`src/rtl/kmp_pkg.sv`:
```
// Shared types and codes for the KMP pattern matcher.
// Used by the matcher top and the output buffer; depends on nothing else.
`timescale 1ns / 1ps
`default_nettype none

package kmp_pkg;

    // Width of the reported match start position.
    localparam int START_W = 32;

    // Operation carried by an input beat.
    typedef enum logic [1:0] {
        OP_CLEAR  = 2'd0,
        OP_APPEND = 2'd1,
        OP_START  = 2'd2,
        OP_TEXT   = 2'd3
    } op_t;

    // Result status codes.
    typedef enum logic [2:0] {
        ST_NONE     = 3'd0,
        ST_MATCH    = 3'd1,
        ST_NOTFOUND = 3'd2,
        ST_IGNORED  = 3'd3,
        ST_ACCEPTED = 3'd4,
        ST_ERROR    = 3'd5
    } status_t;

    // Controller state.
    typedef enum logic {
        S_IDLE,
        S_STEP
    } fsm_t;

    // One result beat as it travels from the controller to the output buffer.
    typedef struct packed {
        status_t             status;
        logic [START_W-1:0]  match_start;
    } result_t;

endpackage : kmp_pkg

`default_nettype wire

```
`src/rtl/kmp_pattern_matcher.sv`:
```
// KMP pattern matcher, top level. Clear, start, first pattern byte, error and ignored
// beats give their result from the idle state; any other append or a text beat moves
// to the step state and takes one failure-table fallback step per cycle there, reading
// the pattern and failure-table RAMs (registered read). One beat is in work at a time;
// over a text stream the fallback steps average at most one per byte. Reset (asynchronous,
// active low) clears the control state at once; the RAMs are not cleared.
`timescale 1ns / 1ps
`default_nettype none

module kmp_pattern_matcher
    import kmp_pkg::*;
#(
    parameter int MAX_PATTERN   = 64,
    parameter int POSITION_BITS = 32
) (
    input  wire logic                clk,
    input  wire logic                rst_n,
    input  wire logic                item_valid,
    output logic                     item_stall,
    input  wire logic [1:0]          opcode,
    input  wire logic [7:0]          symbol,
    input  wire logic                end_of_text,
    output logic                     result_valid,
    input  wire logic                result_stall,
    output logic [2:0]               status,
    output logic [START_W-1:0]       match_start
);

    localparam int IDX_W = $clog2(MAX_PATTERN);
    localparam int LEN_W = $clog2(MAX_PATTERN + 1);
    localparam int SW    = (POSITION_BITS > START_W) ? POSITION_BITS : START_W;

    fsm_t                     state_reg, state_next;
    logic [IDX_W-1:0]         cur_reg, cur_next;
    logic [7:0]               sym_reg, sym_next;
    logic                     last_reg, last_next;
    logic                     text_reg, text_next;
    logic [LEN_W-1:0]         len_reg, len_next;
    logic [IDX_W-1:0]         build_reg, build_next;
    logic [IDX_W-1:0]         j_reg, j_next;
    logic [POSITION_BITS-1:0] pos_reg, pos_next;
    logic                     done_reg, done_next;

    logic                     item_fire;
    logic                     spare_full;
    logic                     res_push;
    result_t                  res_data;
    result_t                  out_data;

    logic                     pat_we;
    logic [IDX_W-1:0]         pat_waddr;
    logic [7:0]               pat_wdata;
    logic [7:0]               pat_rdata;
    logic                     fb_we;
    logic [IDX_W-1:0]         fb_waddr;
    logic [IDX_W-1:0]         fb_wdata;
    logic [IDX_W-1:0]         fb_rdata;
    logic [IDX_W-1:0]         rd_addr;
    logic [IDX_W-1:0]         fb_raddr;

    logic                     sym_eq;
    logic [IDX_W-1:0]         cur_inc;
    logic                     len_full;
    logic                     at_end;
    logic [POSITION_BITS-1:0] pos_sat;
    logic [SW-1:0]            pos_w;
    logic [SW-1:0]            cur_w;
    logic [SW-1:0]            start_w;

    assign item_stall = (state_reg != S_IDLE) || spare_full;
    assign item_fire  = item_valid && !item_stall;

    // Pattern bytes and failure table, both read at the current progress.
    kmp_ram #(.WIDTH(8), .DEPTH(MAX_PATTERN)) u_pattern_ram (
        .clk     (clk),
        .wr_en   (pat_we),
        .wr_addr (pat_waddr),
        .wr_data (pat_wdata),
        .rd_addr (rd_addr),
        .rd_data (pat_rdata)
    );

    kmp_ram #(.WIDTH(IDX_W), .DEPTH(MAX_PATTERN)) u_fallback_ram (
        .clk     (clk),
        .wr_en   (fb_we),
        .wr_addr (fb_waddr),
        .wr_data (fb_wdata),
        .rd_addr (fb_raddr),
        .rd_data (fb_rdata)
    );

    // The failure entry for progress k lives at k - 1.
    assign fb_raddr = rd_addr - IDX_W'(1);

    // Step datapath: compare, completion test, saturated position and start.
    assign sym_eq   = (pat_rdata == sym_reg);
    assign cur_inc  = cur_reg + IDX_W'(1);
    assign len_full = (len_reg >= LEN_W'(MAX_PATTERN));
    assign at_end   = sym_eq && ((LEN_W'(cur_reg) + LEN_W'(1)) == len_reg);
    assign pos_sat  = (pos_reg == {POSITION_BITS{1'b1}}) ? pos_reg
                                                         : pos_reg + POSITION_BITS'(1);
    assign pos_w    = SW'(pos_reg);
    assign cur_w    = SW'(cur_reg);
    assign start_w  = (pos_w >= cur_w) ? (pos_w - cur_w) : '0;

    // Next state, memory accesses and result.
    always_comb
    begin
        state_next           = state_reg;
        cur_next             = cur_reg;
        sym_next             = sym_reg;
        last_next            = last_reg;
        text_next            = text_reg;
        len_next             = len_reg;
        build_next           = build_reg;
        j_next               = j_reg;
        pos_next             = pos_reg;
        done_next            = done_reg;
        pat_we               = 1'b0;
        pat_waddr            = len_reg[IDX_W-1:0];
        pat_wdata            = symbol;
        fb_we                = 1'b0;
        fb_waddr             = len_reg[IDX_W-1:0];
        fb_wdata             = '0;
        rd_addr              = cur_reg;
        res_push             = 1'b0;
        res_data.status      = ST_ACCEPTED;
        res_data.match_start = '0;

        unique case (state_reg)
            S_IDLE:
            begin
                if (item_fire)
                begin
                    sym_next  = symbol;
                    last_next = end_of_text;
                    unique case (op_t'(opcode))
                        OP_CLEAR:
                        begin
                            len_next   = '0;
                            build_next = '0;
                            j_next     = '0;
                            pos_next   = '0;
                            done_next  = 1'b0;
                            res_push   = 1'b1;
                        end
                        OP_APPEND:
                        begin
                            if (len_full)
                            begin
                                res_push        = 1'b1;
                                res_data.status = ST_ERROR;
                            end
                            else if (len_reg == '0)
                            begin
                                // First byte: its border is empty, no walk needed.
                                pat_we     = 1'b1;
                                fb_we      = 1'b1;
                                build_next = '0;
                                len_next   = LEN_W'(1);
                                res_push   = 1'b1;
                            end
                            else
                            begin
                                pat_we     = 1'b1;
                                cur_next   = build_reg;
                                rd_addr    = build_reg;
                                text_next  = 1'b0;
                                state_next = S_STEP;
                            end
                        end
                        OP_START:
                        begin
                            j_next    = '0;
                            pos_next  = '0;
                            done_next = 1'b0;
                            res_push  = 1'b1;
                            if (len_reg == '0)
                            begin
                                res_data.status = ST_ERROR;
                            end
                        end
                        OP_TEXT:
                        begin
                            if (done_reg)
                            begin
                                res_push        = 1'b1;
                                res_data.status = ST_IGNORED;
                            end
                            else if (len_reg == '0)
                            begin
                                res_push        = 1'b1;
                                res_data.status = ST_ERROR;
                            end
                            else
                            begin
                                cur_next   = j_reg;
                                rd_addr    = j_reg;
                                text_next  = 1'b1;
                                state_next = S_STEP;
                            end
                        end
                    endcase
                end
            end
            S_STEP:
            begin
                if (!sym_eq && (cur_reg != '0))
                begin
                    // Mismatch: fall back and read the shorter prefix next cycle.
                    cur_next = fb_rdata;
                    rd_addr  = fb_rdata;
                end
                else
                begin
                    state_next = S_IDLE;
                    res_push   = 1'b1;
                    if (!text_reg)
                    begin
                        // Close the append: record the border of the new prefix.
                        fb_we      = 1'b1;
                        fb_wdata   = sym_eq ? cur_inc : cur_reg;
                        build_next = sym_eq ? cur_inc : cur_reg;
                        len_next   = len_reg + LEN_W'(1);
                    end
                    else
                    begin
                        pos_next = pos_sat;
                        if (at_end)
                        begin
                            res_data.status      = ST_MATCH;
                            res_data.match_start = start_w[START_W-1:0];
                            done_next            = 1'b1;
                            j_next               = '0;
                        end
                        else
                        begin
                            j_next          = sym_eq ? cur_inc : cur_reg;
                            res_data.status = ST_NONE;
                            if (last_reg)
                            begin
                                res_data.status = ST_NOTFOUND;
                                done_next       = 1'b1;
                            end
                        end
                    end
                end
            end
        endcase
    end

    // Control state.
    always_ff @(posedge clk or negedge rst_n)
    begin
        if (!rst_n)
        begin
            state_reg <= S_IDLE;
            len_reg   <= '0;
            build_reg <= '0;
            j_reg     <= '0;
            pos_reg   <= '0;
            done_reg  <= 1'b0;
        end
        else
        begin
            state_reg <= state_next;
            len_reg   <= len_next;
            build_reg <= build_next;
            j_reg     <= j_next;
            pos_reg   <= pos_next;
            done_reg  <= done_next;
        end
    end

    // Working registers of the beat in progress.
    always_ff @(posedge clk)
    begin
        cur_reg  <= cur_next;
        sym_reg  <= sym_next;
        last_reg <= last_next;
        text_reg <= text_next;
    end

    // Result buffer towards the output channel.
    kmp_out_buf u_out_buf (
        .clk          (clk),
        .rst_n        (rst_n),
        .push         (res_push),
        .push_data    (res_data),
        .spare_full   (spare_full),
        .result_valid (result_valid),
        .result_stall (result_stall),
        .result_data  (out_data)
    );

    assign status      = out_data.status;
    assign match_start = out_data.match_start;

    // Match progress stays inside the stored pattern.
    assert property (@(posedge clk) disable iff (!rst_n)
        (len_reg != '0) |-> (LEN_W'(j_reg) < len_reg))
        else $error("match progress reached the pattern length");

    // The border of the stored pattern is always a proper prefix.
    assert property (@(posedge clk) disable iff (!rst_n)
        (len_reg != '0) |-> (LEN_W'(build_reg) < len_reg))
        else $error("build progress reached the pattern length");

    // The pattern never grows past its capacity.
    assert property (@(posedge clk) disable iff (!rst_n)
        len_reg <= LEN_W'(MAX_PATTERN))
        else $error("pattern length beyond capacity");

    // A reported match closes the search.
    assert property (@(posedge clk) disable iff (!rst_n)
        (res_push && (res_data.status == ST_MATCH)) |=> done_reg)
        else $error("search not closed after a match");

endmodule : kmp_pattern_matcher

`default_nettype wire

```
`src/rtl/kmp_ram.sv`:
```
// Generic simple dual-port RAM: one write port, one read port, registered read.
// Depends on nothing else.
`timescale 1ns / 1ps
`default_nettype none

module kmp_ram #(
    parameter int WIDTH = 8,
    parameter int DEPTH = 64,
    localparam int AW = $clog2(DEPTH)
) (
    input  wire logic             clk,
    input  wire logic             wr_en,
    input  wire logic [AW-1:0]    wr_addr,
    input  wire logic [WIDTH-1:0] wr_data,
    input  wire logic [AW-1:0]    rd_addr,
    output logic      [WIDTH-1:0] rd_data
);

    logic [WIDTH-1:0] mem [DEPTH];

    // Write port.
    always_ff @(posedge clk)
    begin
        if (wr_en)
        begin
            mem[wr_addr] <= wr_data;
        end
    end

    // Read port, registered.
    always_ff @(posedge clk)
    begin
        rd_data <= mem[rd_addr];
    end

endmodule : kmp_ram

`default_nettype wire

```
`src/rtl/kmp_out_buf.sv`:
```
// Result buffer: an output register backed by one spare slot, so that the
// controller can take a new beat while a finished result waits. Uses kmp_pkg.
`timescale 1ns / 1ps
`default_nettype none

module kmp_out_buf
    import kmp_pkg::*;
(
    input  wire logic    clk,
    input  wire logic    rst_n,
    input  wire logic    push,
    input  wire result_t push_data,
    output logic         spare_full,
    output logic         result_valid,
    input  wire logic    result_stall,
    output result_t      result_data
);

    logic    out_valid_reg, out_valid_next;
    result_t out_data_reg, out_data_next;
    logic    pend_valid_reg, pend_valid_next;
    result_t pend_data_reg, pend_data_next;
    logic    out_free;

    // The output register can take a beat when empty or when it drains now.
    assign out_free = !out_valid_reg || !result_stall;

    always_comb
    begin
        out_valid_next  = out_valid_reg;
        out_data_next   = out_data_reg;
        pend_valid_next = pend_valid_reg;
        pend_data_next  = pend_data_reg;
        if (out_free)
        begin
            // The spare slot is older than a new push, so it goes out first.
            if (pend_valid_reg)
            begin
                out_valid_next  = 1'b1;
                out_data_next   = pend_data_reg;
                pend_valid_next = push;
                pend_data_next  = push_data;
            end
            else
            begin
                out_valid_next = push;
                out_data_next  = push_data;
            end
        end
        else if (push)
        begin
            pend_valid_next = 1'b1;
            pend_data_next  = push_data;
        end
    end

    always_ff @(posedge clk or negedge rst_n)
    begin
        if (!rst_n)
        begin
            out_valid_reg  <= 1'b0;
            pend_valid_reg <= 1'b0;
        end
        else
        begin
            out_valid_reg  <= out_valid_next;
            pend_valid_reg <= pend_valid_next;
        end
    end

    // Payload registers carry no reset.
    always_ff @(posedge clk)
    begin
        out_data_reg  <= out_data_next;
        pend_data_reg <= pend_data_next;
    end

    assign spare_full   = pend_valid_reg;
    assign result_valid = out_valid_reg;
    assign result_data  = out_data_reg;

endmodule : kmp_out_buf

`default_nettype wire

```
`config.mk`:
```
export PLATFORM = sky130hd
export DESIGN_NAME = kmp_pattern_matcher
export DESIGN_NICKNAME = d
export VERILOG_FILES = /design/src/rtl/kmp_pkg.sv /design/src/rtl/kmp_pattern_matcher.sv /design/src/rtl/kmp_ram.sv /design/src/rtl/kmp_out_buf.sv
export SDC_FILE = /design/constraint.sdc
export NUM_CORES = 1
export LEC_CHECK = 0
export BUFFER_PORTS_ARGS = -buffer_cell sky130_fd_sc_hd__buf_2
export CAP_MARGIN = 10
export CORE_MARGIN = 2
export CORE_UTILIZATION = 56
export DETAILED_ROUTE_END_ITERATION = 8
export HOLD_SLACK_MARGIN = 0.15
export PLACE_DENSITY_LB_ADDON = 0.25
export SYNTH_ARGS = -nofsm -noshare
export SYNTH_HDL_FRONTEND = slang
export SYNTH_SLANG_ARGS = --single-unit
```
`constraint.sdc`:
```
create_clock -name clk -period 5.1 [get_ports clk]
set_clock_uncertainty 0.2 [all_clocks]
set_input_delay 1.02 -clock clk [delete_from_list [all_inputs] [get_ports clk]]
set_output_delay 1.02 -clock clk [all_outputs]
set_load 0.005 [all_outputs]
```
### Word level (Yosys, flattened, before mapping)

Memories as Yosys holds them, arrays and structs flattened. A register that Yosys moved wholly into a read port is not among the register bits.
Cells that the tools add are included.

| operators by class | value |
|---|---|
| $add $sub $neg | 6 |
| $mul | 0 |
| divide/modulo/power cells | 0 |
| $lt $le $gt $ge | 2 |
| equality and inequality tests | 21 |
| shift operators | 0 |
| muxes and demuxes | 99 |
| bitwise logic cells | 1 |
| reductions and logical operators | 22 |

Operators by type and width:

| kind | count |
|---|---|
| $mux W32 | 8 |
| $mux W35 | 6 |
| $mux W6 | 20 |
| $pmux W32 S2 | 1 |
| $pmux W6 S2 | 5 |
| $mux W1 | 39 |
| $mux W7 | 5 |
| $add A32 B1 Y32 const B | 1 |
| $eq A32 B32 Y1 const B | 1 |
| $ge A32 B6 Y1 | 1 |
| $sub A32 B6 Y32 | 1 |
| $pmux W7 S2 | 2 |
| $ne A2 B2 Y1 const B | 9 |
| $pmux W1 S2 | 6 |
| $reduce_and A5 Y1 | 2 |
| $mux W3 | 3 |
| $pmux W3 S3 | 1 |
| $eq A8 B8 Y1 | 1 |
| $add A6 B1 Y7 const B | 1 |
| $add A7 B1 Y7 const B | 1 |
| $eq A7 B7 Y1 | 1 |
| $ge A7 B7 Y1 const B | 1 |
| $logic_not A7 Y1 | 1 |
| $reduce_and A7 Y1 | 1 |
| other kinds (21) | 33 |

| word-level totals | value |
|---|---|
| register bits after elaboration | 141 |
| latch bits | 0 |
| memory bits (writable) | 896 |
| memory bits (read-only) | 0 |
| word-level logic and storage cells | 169 |
| memories kept | 2 |

Memory list:

| name | depth | bits a word | rd ports | clocked after Yosys merged registers in | wr ports | line | source |
|---|---|---|---|---|---|---|---|
| u_pattern_ram.mem | 64 | 8 | 1 | 1 | 1 | kmp_ram.sv:19 | `logic [WIDTH-1:0] mem [DEPTH];` |
| u_fallback_ram.mem | 64 | 6 | 1 | 1 | 1 | kmp_ram.sv:19 |  |

### Longest topological paths before layout

Gate-level depths: netlist (run 1).

| logic depth | value |
|---|---|
| word-level depth | 9 |
| depth in mapped cells | 19 |
| depth with buffers taken out | 14 |

### Modules after synthesis

Synthesis (run 1) repeated with hierarchy kept, for this count alone.

| unflattened totals | value |
|---|---|
| cells, all modules | 2399 |
| area, all modules | 43101.3 um2 |

By module, submodules not included:

| module | instances | cells each | area an instance (um2) |
|---|---|---|---|
| kmp_ram at u_pattern_ram | 1 | 940 | 20166.8 |
| kmp_ram at u_fallback_ram | 1 | 729 | 15205.8 |
| kmp_pattern_matcher | 1 | 613 | 5043.6 |
| kmp_out_buf | 1 | 117 | 2685.1 |

### Least setup slack after synthesis (run 1)

Ideal clock, no wire load.

| timing | value |
|---|---|
| path type | reg-to-reg |
| from | reg len_reg[0] (netlist name) |
| to | mem u_fallback_ram.mem[0][0] (netlist bit), data pin |
| arrival | 3.941 ns |
| path slack | 0.454 ns |
| cell stages (with the launch flop) | 11 |
| buffers on the path | 1 |
| clock period less this slack | 4.646 ns |
| cells stage by stage | dfrtp_1 clkbuf_1 inv_1 ha_1 or3b_1 or2_1 a211oi_2 nor2_1 nor2_1 nand2_1 nor2_1 |

RTL lines:

| item | line |
|---|---|
| to (decl) | kmp_ram.sv:19 |

### Worst setup path after layout (run 1)

| timing | value |
|---|---|
| from | reg len_reg[1] |
| to | mem u_fallback_ram.mem[33][2] (netlist bit), enable pin |

| between the ends | value |
|---|---|
| word-level cells in the longest chain between the ends | 8 |
| elaborated cells between the ends (all ways) | 9 |

RTL lines:

| item | line | source |
|---|---|---|
| from (decl) | kmp_pattern_matcher.sv:38 | `logic [LEN_W-1:0] len_reg, len_next;` |
| from (signal assigned) | kmp_pattern_matcher.sv:267 | `len_reg <= len_next;` |
| parallel branches: the longest is 8 deep, another holds $ge A7 B7 Y1 | - |  |

Parallel ways; which one is timed is not known.

==> results list, run 1 <==
- Total routed wirelength: 117000 um
- Setup slack closes at 0.465 ns.
* Mapped Area: 0.0440 mm^2
- After routing, the total negative slack on setup checks comes to 0 ns.
* Average detailed-routed wire length per instance: 25.1 um
- Clock buffer count from CTS: 104
- Setup violations remaining at the end of the flow were counted as 0.
- At the pin with the least slew margin, the transition time is 0.985 ns.
- Flip-flop count of the largest register, all copies and words added: 512
- Register ranked first by flip-flop count: u_pattern_ram.mem
* Global-route wire length before repair: 177000 um
* Clock Path Buffers: 3
* Setup repair after global routing missed its margin: no
- Pin placement for this block handled 52 I/O pins.
- Summing all flip-flop and latch instances after layout gives 0.0311 mm^2.
* Hold Buf Count CTS: 0
- In the routed design, unresolved DRC markers number 0.
- Ranking of synthesized cells by area: sky130_fd_sc_hd__edfxtp_1 (67%), sky130_fd_sc_hd__nand2_1 (6.8%), sky130_fd_sc_hd__nand3_1 (4.3%)
- Counting every sink on the clock net gives 1051.
* Clock tree root buffer cell: sky130_fd_sc_hd__clkbuf_16
- DRC marker count from the first detailed-route iteration: 3997
- Number of vias in the routed layout: 29100
- The largest registers in the layout are u_pattern_ram.mem (512), u_fallback_ram.mem (384).
- Before CTS, the worst setup slack after placement is 0.503 ns.
* Nature of the critical path startpoint: register
* Worst-case headroom to the max-slew limit: 34.1%
- The worst hold path belongs to the class reg -> reg.
- The initial antenna violation count is 0.
- For this run, asynchronously set or reset flops after synthesis account for 5.23%.
- Cells fill 62.8% of the core in the end.
- Sequential area share after synthesis: 70.7%
* Input/output buffers: 51
* ANT nets after route: 0
* Total routing usage reported by global routing: 28.9%
- Insertion delay of the later-clocked pin in the worst-skew pair: 0.67 ns
- Fraction of post-synthesis cell area in the top cell type by area: 66.7%
- Entering global routing, the biggest net connects 152 pins.
- Highest achievable clock rate: 216 MHz
- After clock tree synthesis, the repair step resized 0 gates.
* Max-capacitance violation count: 0
* Die Span X: 284 um
- After layout, the minimum clock period comes to 4.63 ns.
- Cells with a size suffix above 1 make up 9.77% of the layout.
- Yosys mapped the design onto 89 distinct sky130hd cell types.
- Level count of the clock H-tree: 3
- Required time of the worst setup path: 5.20 ns
* Via count of the first global-routing pass: 28300
- Worst endpoint data arrival time: 4.73 ns
- HPWL after DPL: 73800 um
* Grt total ovfl: 0
- Synthesized Nets: 3535
- TritonCTS built the clock tree.
* Filler cell count in the final layout: 5888
- Cell Rows: 102
- Routed signal wires occupy layers up through met4.
* Starting Density: 56.7%
- Number of warnings reported in the yosys synthesis log: 0
- Met3 wire len: 10900 um
- For this design the static power due to leakage is 16.9 nW.
- The run finished with clean final reports.
* Chip height: 284 um
- Cell count after synthesis: 3508
- The number of setup buffers added after CTS is 0.
* Via density per instance: 6.23
* Core area: 0.0776 mm^2
- Final cycle utilization of the critical path: 90.9%
- Final Hold Viols: 0
* Count of flip-flops with a built-in enable after synthesis: 976
- After synthesis the netlist holds a flip-flop and latch count of 1051.
* Signed area change from the synthesized netlist to the final layout: 10.9%
* Last weighted congestion value of the routability-driven placer: 0.989
- Largest fanout on the critical path: 9
* Maximum vdd ir drop: 0.000331 V
- DRT Pass-1 Iters: 6
- The routed design uses 56400 um of met2 wire.
- Met1 wire length: 44400 um
- The net count of the finished layout is 3579.
* PwrDens: 345 mW/mm^2
* Largest area contributor in the netlist: sky130_fd_sc_hd__edfxtp_1
- The worst setup path is captured at a register.
- Clock-pin slew was measured on the worst setup and hold paths at 0.06 ns.
- Slew Limit Fails: 0
- The die covers 0.0808 mm^2.
- Summing all multi-input logic gate instances after layout gives 0.0117 mm^2.
* Main flop type after synthesis: sky130_fd_sc_hd__edfxtp_1
* Synthesized area per cell: 12.5 um^2
- By startpoint and endpoint, the worst setup path is classified as reg -> reg.
## area by class of cell
class,count,area share (%)
Antenna cell,1,0.00513
Multi-Input combinational cell,2207,24.0
Tap cell,1040,2.67
Sequential cell,1051,63.8
Inverter,27,0.246
Timing Repair Buffer,161,2.60
Clock buffer,128,5.61
Clock inverter,60,1.06
## worst paths after layout
check | start | end | slack [ns] | cells past startpoint
max | len_reg[1]$_DFFE_PN0P_ | u_fallback_ram.mem[33][2]$_DFFE_PP_ | 0.47 | 11
min | build_reg[5]$_DFFE_PN0P_ | build_reg[5]$_DFFE_PN0P_ | 0.28 | 1
max reg2reg | len_reg[1]$_DFFE_PN0P_ | u_fallback_ram.mem[33][2]$_DFFE_PP_ | 0.47 | 11
min reg2reg | build_reg[5]$_DFFE_PN0P_ | build_reg[5]$_DFFE_PN0P_ | 0.28 | 1
max in group asynchronous | rst_n | pos_reg[21]$_DFFE_PN0P_ | 3.88 | 2
min in group asynchronous | rst_n | j_reg[5]$_DFFE_PN0P_ | 0.29 | 2
## worst max-delay path: stages (launching register included)
cell and delay [ns]:
sky130_fd_sc_hd__dfrtp_1 0.46, sky130_fd_sc_hd__inv_1 0.19, sky130_fd_sc_hd__ha_1 0.18, sky130_fd_sc_hd__or3b_1 0.42
sky130_fd_sc_hd__or2_1 0.32, sky130_fd_sc_hd__a211oi_2 0.45, sky130_fd_sc_hd__nor2_1 0.10, sky130_fd_sc_hd__nor2_1 0.30
sky130_fd_sc_hd__nand2_1 0.14, sky130_fd_sc_hd__o21ai_2 0.34, sky130_fd_sc_hd__nand3_1 0.57, sky130_fd_sc_hd__nor2_1 0.60
## cells in the final DEF (no fill, tap or decap), drive strengths merged, types with 46 or more instances in the layout
master | Yosys | layout
nand3 | 374 | 374
clkbuf | 79 | 128
clkinv | 1 | 49
nor2 | 256 | 256
buf | 144 | 161
mux2i | 96 | 96
a31oi | 46 | 46
o21ai | 88 | 88
dfrtp | 55 | 55
edfxtp | 976 | 976
a21oi | 100 | 100
nand2 | 793 | 793
## where the power goes
| part | total, W | switching [W] | internal (W) |
|---|---|---|---|
| sequential | 0.00935 | 0 | 0.00935 |
| clock | 0.00736 | 0.00320 | 0.00416 |
| combinational | 0.0000966 | 0.0000855 | 0.0000111 |
## kinds of logic (layout without fill, tap and decap cells)
family	after synthesis	in the layout	synth area share, %
muxes	100	100	2.32
xor gates and xnor gates	75	75	1.51
AOI/OAI and AO/OA	415	415	6.29
DFF	1051	1051	70.7
and+or+nand+nor	1605	1605	16.0
adders and majority gates	12	12	0.359
other	0	1	0
buffers and inverters	250	376	2.85
## cells in the mapped netlist (25+ instances only)
library cell,instances
sky130_fd_sc_hd__nor2_1,253
sky130_fd_sc_hd__nand4_1,36
sky130_fd_sc_hd__nor3_1,31
sky130_fd_sc_hd__mux2i_1,95
sky130_fd_sc_hd__a21oi_1,100
sky130_fd_sc_hd__dfrtp_1,55
sky130_fd_sc_hd__xor2_1,31
sky130_fd_sc_hd__buf_2,87
sky130_fd_sc_hd__o21ai_0,76
sky130_fd_sc_hd__buf_4,25
sky130_fd_sc_hd__nand3_1,374
sky130_fd_sc_hd__o31ai_1,36
sky130_fd_sc_hd__nand2_1,793
sky130_fd_sc_hd__a31oi_1,46
sky130_fd_sc_hd__xnor2_1,43
sky130_fd_sc_hd__clkbuf_1,79
sky130_fd_sc_hd__edfxtp_1,976
## through the flow
stage / total power, W / cell area, um^2 / hold WS (ns) / cells
after global placement: 0.00962 / 45500 / 0.269 / 4484
final: 0.0168 / 48700 / 0.276 / 4675
after global routing: 0.0172 / 48700 / 0.293 / 4674
after detailed placement: 0.00963 / 45500 / 0.259 / 4484
after floorplan: 0.00954 / 44000 / 0.242 / 3508
after CTS: 0.0169 / 48700 / 0.281 / 4672
## routing by layer
metal  track usage [%]  vias to the layer above
met2              47.1                     1635
met1              38.3                    14200
met4              13.3                        0
met5                 0                        -
met3              5.03                      327
li1                  -                    12900
Note: power is estimated with default switching activity, not from simulation.
==> inputs of run 2 (changes only) <==
--- a/config.mk
+++ b/config.mk
@@ -12,6 +12,7 @@
 export DETAILED_ROUTE_END_ITERATION = 8
 export HOLD_SLACK_MARGIN = 0.15
 export PLACE_DENSITY_LB_ADDON = 0.25
+export RECOVER_POWER = 100
 export SYNTH_ARGS = -nofsm -noshare
 export SYNTH_HDL_FRONTEND = slang
 export SYNTH_SLANG_ARGS = --single-unit
==> run 2 against run 1 <==
Against the previous run: the run now ends with max-capacitance violations, max-slew violations left; hold slack hardly changed; critical path depth is 2 higher; largest power group unchanged; critical path type unchanged; worst setup slack got worse by 0.18 ns.
==> results list, run 2 (synthesized netlist as in run 1, its figures left out) <==
* Insertion delay of the later-clocked pin in the worst-skew pair: 0.67 ns
- Number of remaining DRC errors: 0
- Flip-flop count of the largest register, all copies and words added: 512
* Setup tns final: 0 ns
- After clock tree synthesis, the repair step resized 0 gates.
- VDD sags by at most 0.000330 V.
- Die footprint: 0.0808 mm^2
* Net Switching: 0.00329 W
- PwrDens: 347 mW/mm^2
* Total routing usage reported by global routing: 28.9%
- Number of antenna violations at the first check in global routing: 0
- In the routed layout, each cell is associated on average with a via count of 6.24.
- Filler cell count in the final layout: 5952
* Leak pwr: 16.7 nW
* Level count of the clock H-tree: 3
- The core region is 0.0776 mm^2.
- Global-route wire length before repair: 177000 um
- Final setup fails: 0
- Slew Limit Fails: 595
- Counting the buffers created by CTS gives 104.
- Register ranked first by flip-flop count: u_pattern_ram.mem
- DRC marker count from the first detailed-route iteration: 4006
- The critical path is of the reg -> reg type.
- HPWL after DPL: 73800 um
- For the worst setup path, the data arrival time is 5.13 ns.
- STA classifies the critical path startpoint as a register.
- ANT nets after route: 0
* Average detailed-routed wire length per instance: 25.1 um
* Combinational share of power: 0.5%
- DRT Pass-1 Iters: 8
- The tree built by TritonCTS fans out to 1051 sinks.
* Signed area change from the synthesized netlist to the final layout: 10.3%
* Highest achievable clock rate: 208 MHz
* Number of nets in the layout: 3579
- The largest single stage delay on the critical path is 0.77 ns.
- In this run the tightest slew margin relative to its limit is -123%.
- The tool flagged a number of max-cap violations equal to 12.
* Endpoint class of the critical path: register
- Chip height: 284 um
- In this run the worst path has a maximum fanout of 62.
- The tightest min-delay check is of the reg -> reg type.
* Largest registers: u_pattern_ram.mem (512), u_fallback_ram.mem (384)
* Commonest non-fill, non-tap cell in the layout: sky130_fd_sc_hd__edfxtp_1
- Once layout is complete, the cells apart from fillers number 4675.
- TritonCTS clock tree: yes
* Number of buffers inserted to repair setup after CTS: 0
- Final Hold Viols: 0
- Failing checks: max-capacitance violations, max-slew violations
- Hold Buf Count CTS: 0
* Internal cell power: 0.0135 W
* Number of placed cells counting well taps: 4484
* Critical Path, Cell by Cell: xnor2_1 -> nand4_1 -> nor2_1 -> a32o_1 -> nor2_4 -> inv_1 -> buf_12 -> nor2_1 -> clkbuf_1 -> nand3_1 -> nand4_1 -> a22oi_1 -> o31ai_1
- Cell Rows: 102
- Min Hold Slack: 0.276 ns
- For the worst setup path, the data required time is 5.42 ns.
- The via count of the first global-routing pass was 28300.
- Master of the slowest instance on the critical path: sky130_fd_sc_hd__nor2_1
- At the pin with the least slew margin, the transition time is 3.35 ns.
- Clock-pin slew was measured on the worst setup and hold paths at 0.06 ns.
* Worst setup timing slack at the placement stage: 0.503 ns
- Summed over all layers, the global routing overflow is 0.
* Input/output buffers: 51
* Clock share of power: 43.8%
* Top-Level Pins: 52
- Summed over all layers, the routed wires come to 117000 um.
- Total power consumption of the routed design: 0.0168 W
- Setup repair after global routing missed its margin: no
- Last weighted congestion value of the routability-driven placer: 0.989
* Final cycle utilization of the critical path: 94.4%
* Status: finished, violations left
- Summing over every cut layer, the via total after detailed routing is 29200.
- Min Tclk post-route: 4.82 ns
- Across all setup checks in the final design, the least slack found is 0.285 ns.
- Starting Density: 56.7%
- Counting along the longest clock path gives a buffer depth of 3.
* Pin count of the biggest net entering global routing: 152
- The critical path contains buffers and inverters numbering 3 combined.
- Part of the total power dissipated in sequential elements: 55.7%
* Top cell family by delay on the critical path: simple AND/OR/NAND/NOR gates
- In this run switching power makes up 19.6% of total power.
- In the final layout, the share of cells above drive strength 1 is 7.98%.
* Clock tree root buffer cell: sky130_fd_sc_hd__clkbuf_16
* Die Span X: 284 um
* Most frequent cells in the layout: sky130_fd_sc_hd__edfxtp_1 (976), sky130_fd_sc_hd__nand2_1 (793), sky130_fd_sc_hd__nand3_1 (374), sky130_fd_sc_hd__nor2_1 (246), sky130_fd_sc_hd__clkbuf_16 (105)
-- run 2: cell types whose count changed in the layout (fill, tap and decap cells not counted), moves of 2 or more --
cell and delta:
sky130_fd_sc_hd__buf_4 -33, sky130_fd_sc_hd__buf_12 -4, sky130_fd_sc_hd__buf_2 -24, sky130_fd_sc_hd__clkbuf_4 +3, sky130_fd_sc_hd__nor2_4 -3, sky130_fd_sc_hd__clkbuf_2 +3
sky130_fd_sc_hd__nor2_1 +4, sky130_fd_sc_hd__clkbuf_1 +55, sky130_fd_sc_hd__and2_0 +2
-- run 2: power groups by stage --
stage | logic, W | registers [W] | clock network [W]
2_1_floorplan | 0.00000426 | 0.00953 | 0
3_3_place_gp | 0.0000907 | 0.00953 | 0
3_5_place_dp | 0.0000950 | 0.00953 | 0
5_1_grt | 0.0000998 | 0.00936 | 0.00776
6_report | 0.0000910 | 0.00936 | 0.00736
4_1_cts | 0.0000950 | 0.00935 | 0.00742
-- run 2: layer usage --
| metal | up-vias | global-route usage [%] | share of wire, % |
|---|---|---|---|
| met2 | 1630 | 47.1 | 48 |
| met5 | - | 0 | 0 |
| met1 | 14400 | 38.3 | 38 |
| met4 | 0 | 13.3 | 4.7 |
| li1 | 12900 | - | - |
| met3 | 291 | 5.03 | 9.1 |
-- run 2: layout make-up --
cell class / instances / area [um^2] / area share [%]
Multi-Input combinational cell: 2207 / 11700 / 24.1
Clock inverter: 60 / 515 / 1.06
Clock buffer: 128 / 2730 / 5.64
Sequential cell: 1051 / 31100 / 64.1
Tap cell: 1040 / 1300 / 2.68
Antenna cell: 1 / 2.50 / 0.00516
Timing Repair Buffer: 161 / 1060 / 2.20
Inverter: 27 / 120 / 0.248
-- run 2: final timing paths --
path | endpoint | cells after the start | start | slack [ns]
worst min-delay path | build_reg[5]$_DFFE_PN0P_ | 1 | build_reg[5]$_DFFE_PN0P_ | 0.28
worst max register to register | u_pattern_ram.rd_data[2]$_DFF_P_ | 13 | sym_reg[6]$_DFFE_PP_ | 0.28
min in group asynchronous | build_reg[2]$_DFFE_PN0P_ | 2 | rst_n | 1.29
worst max-delay path | u_pattern_ram.rd_data[2]$_DFF_P_ | 13 | sym_reg[6]$_DFFE_PP_ | 0.28
max in group asynchronous | u_out_buf.spare_full$_DFFE_PN0P_ | 2 | rst_n | 1.42
worst min register to register | build_reg[5]$_DFFE_PN0P_ | 1 | build_reg[5]$_DFFE_PN0P_ | 0.28
-- run 2: through the flow --
step                area [um^2]  utilization (%)
detailed placement        45500             58.6
floorplan                 44000                -
global route              48500             62.5
global placement          45500             58.6
CTS                       48700             62.8
finish                    48500             62.5
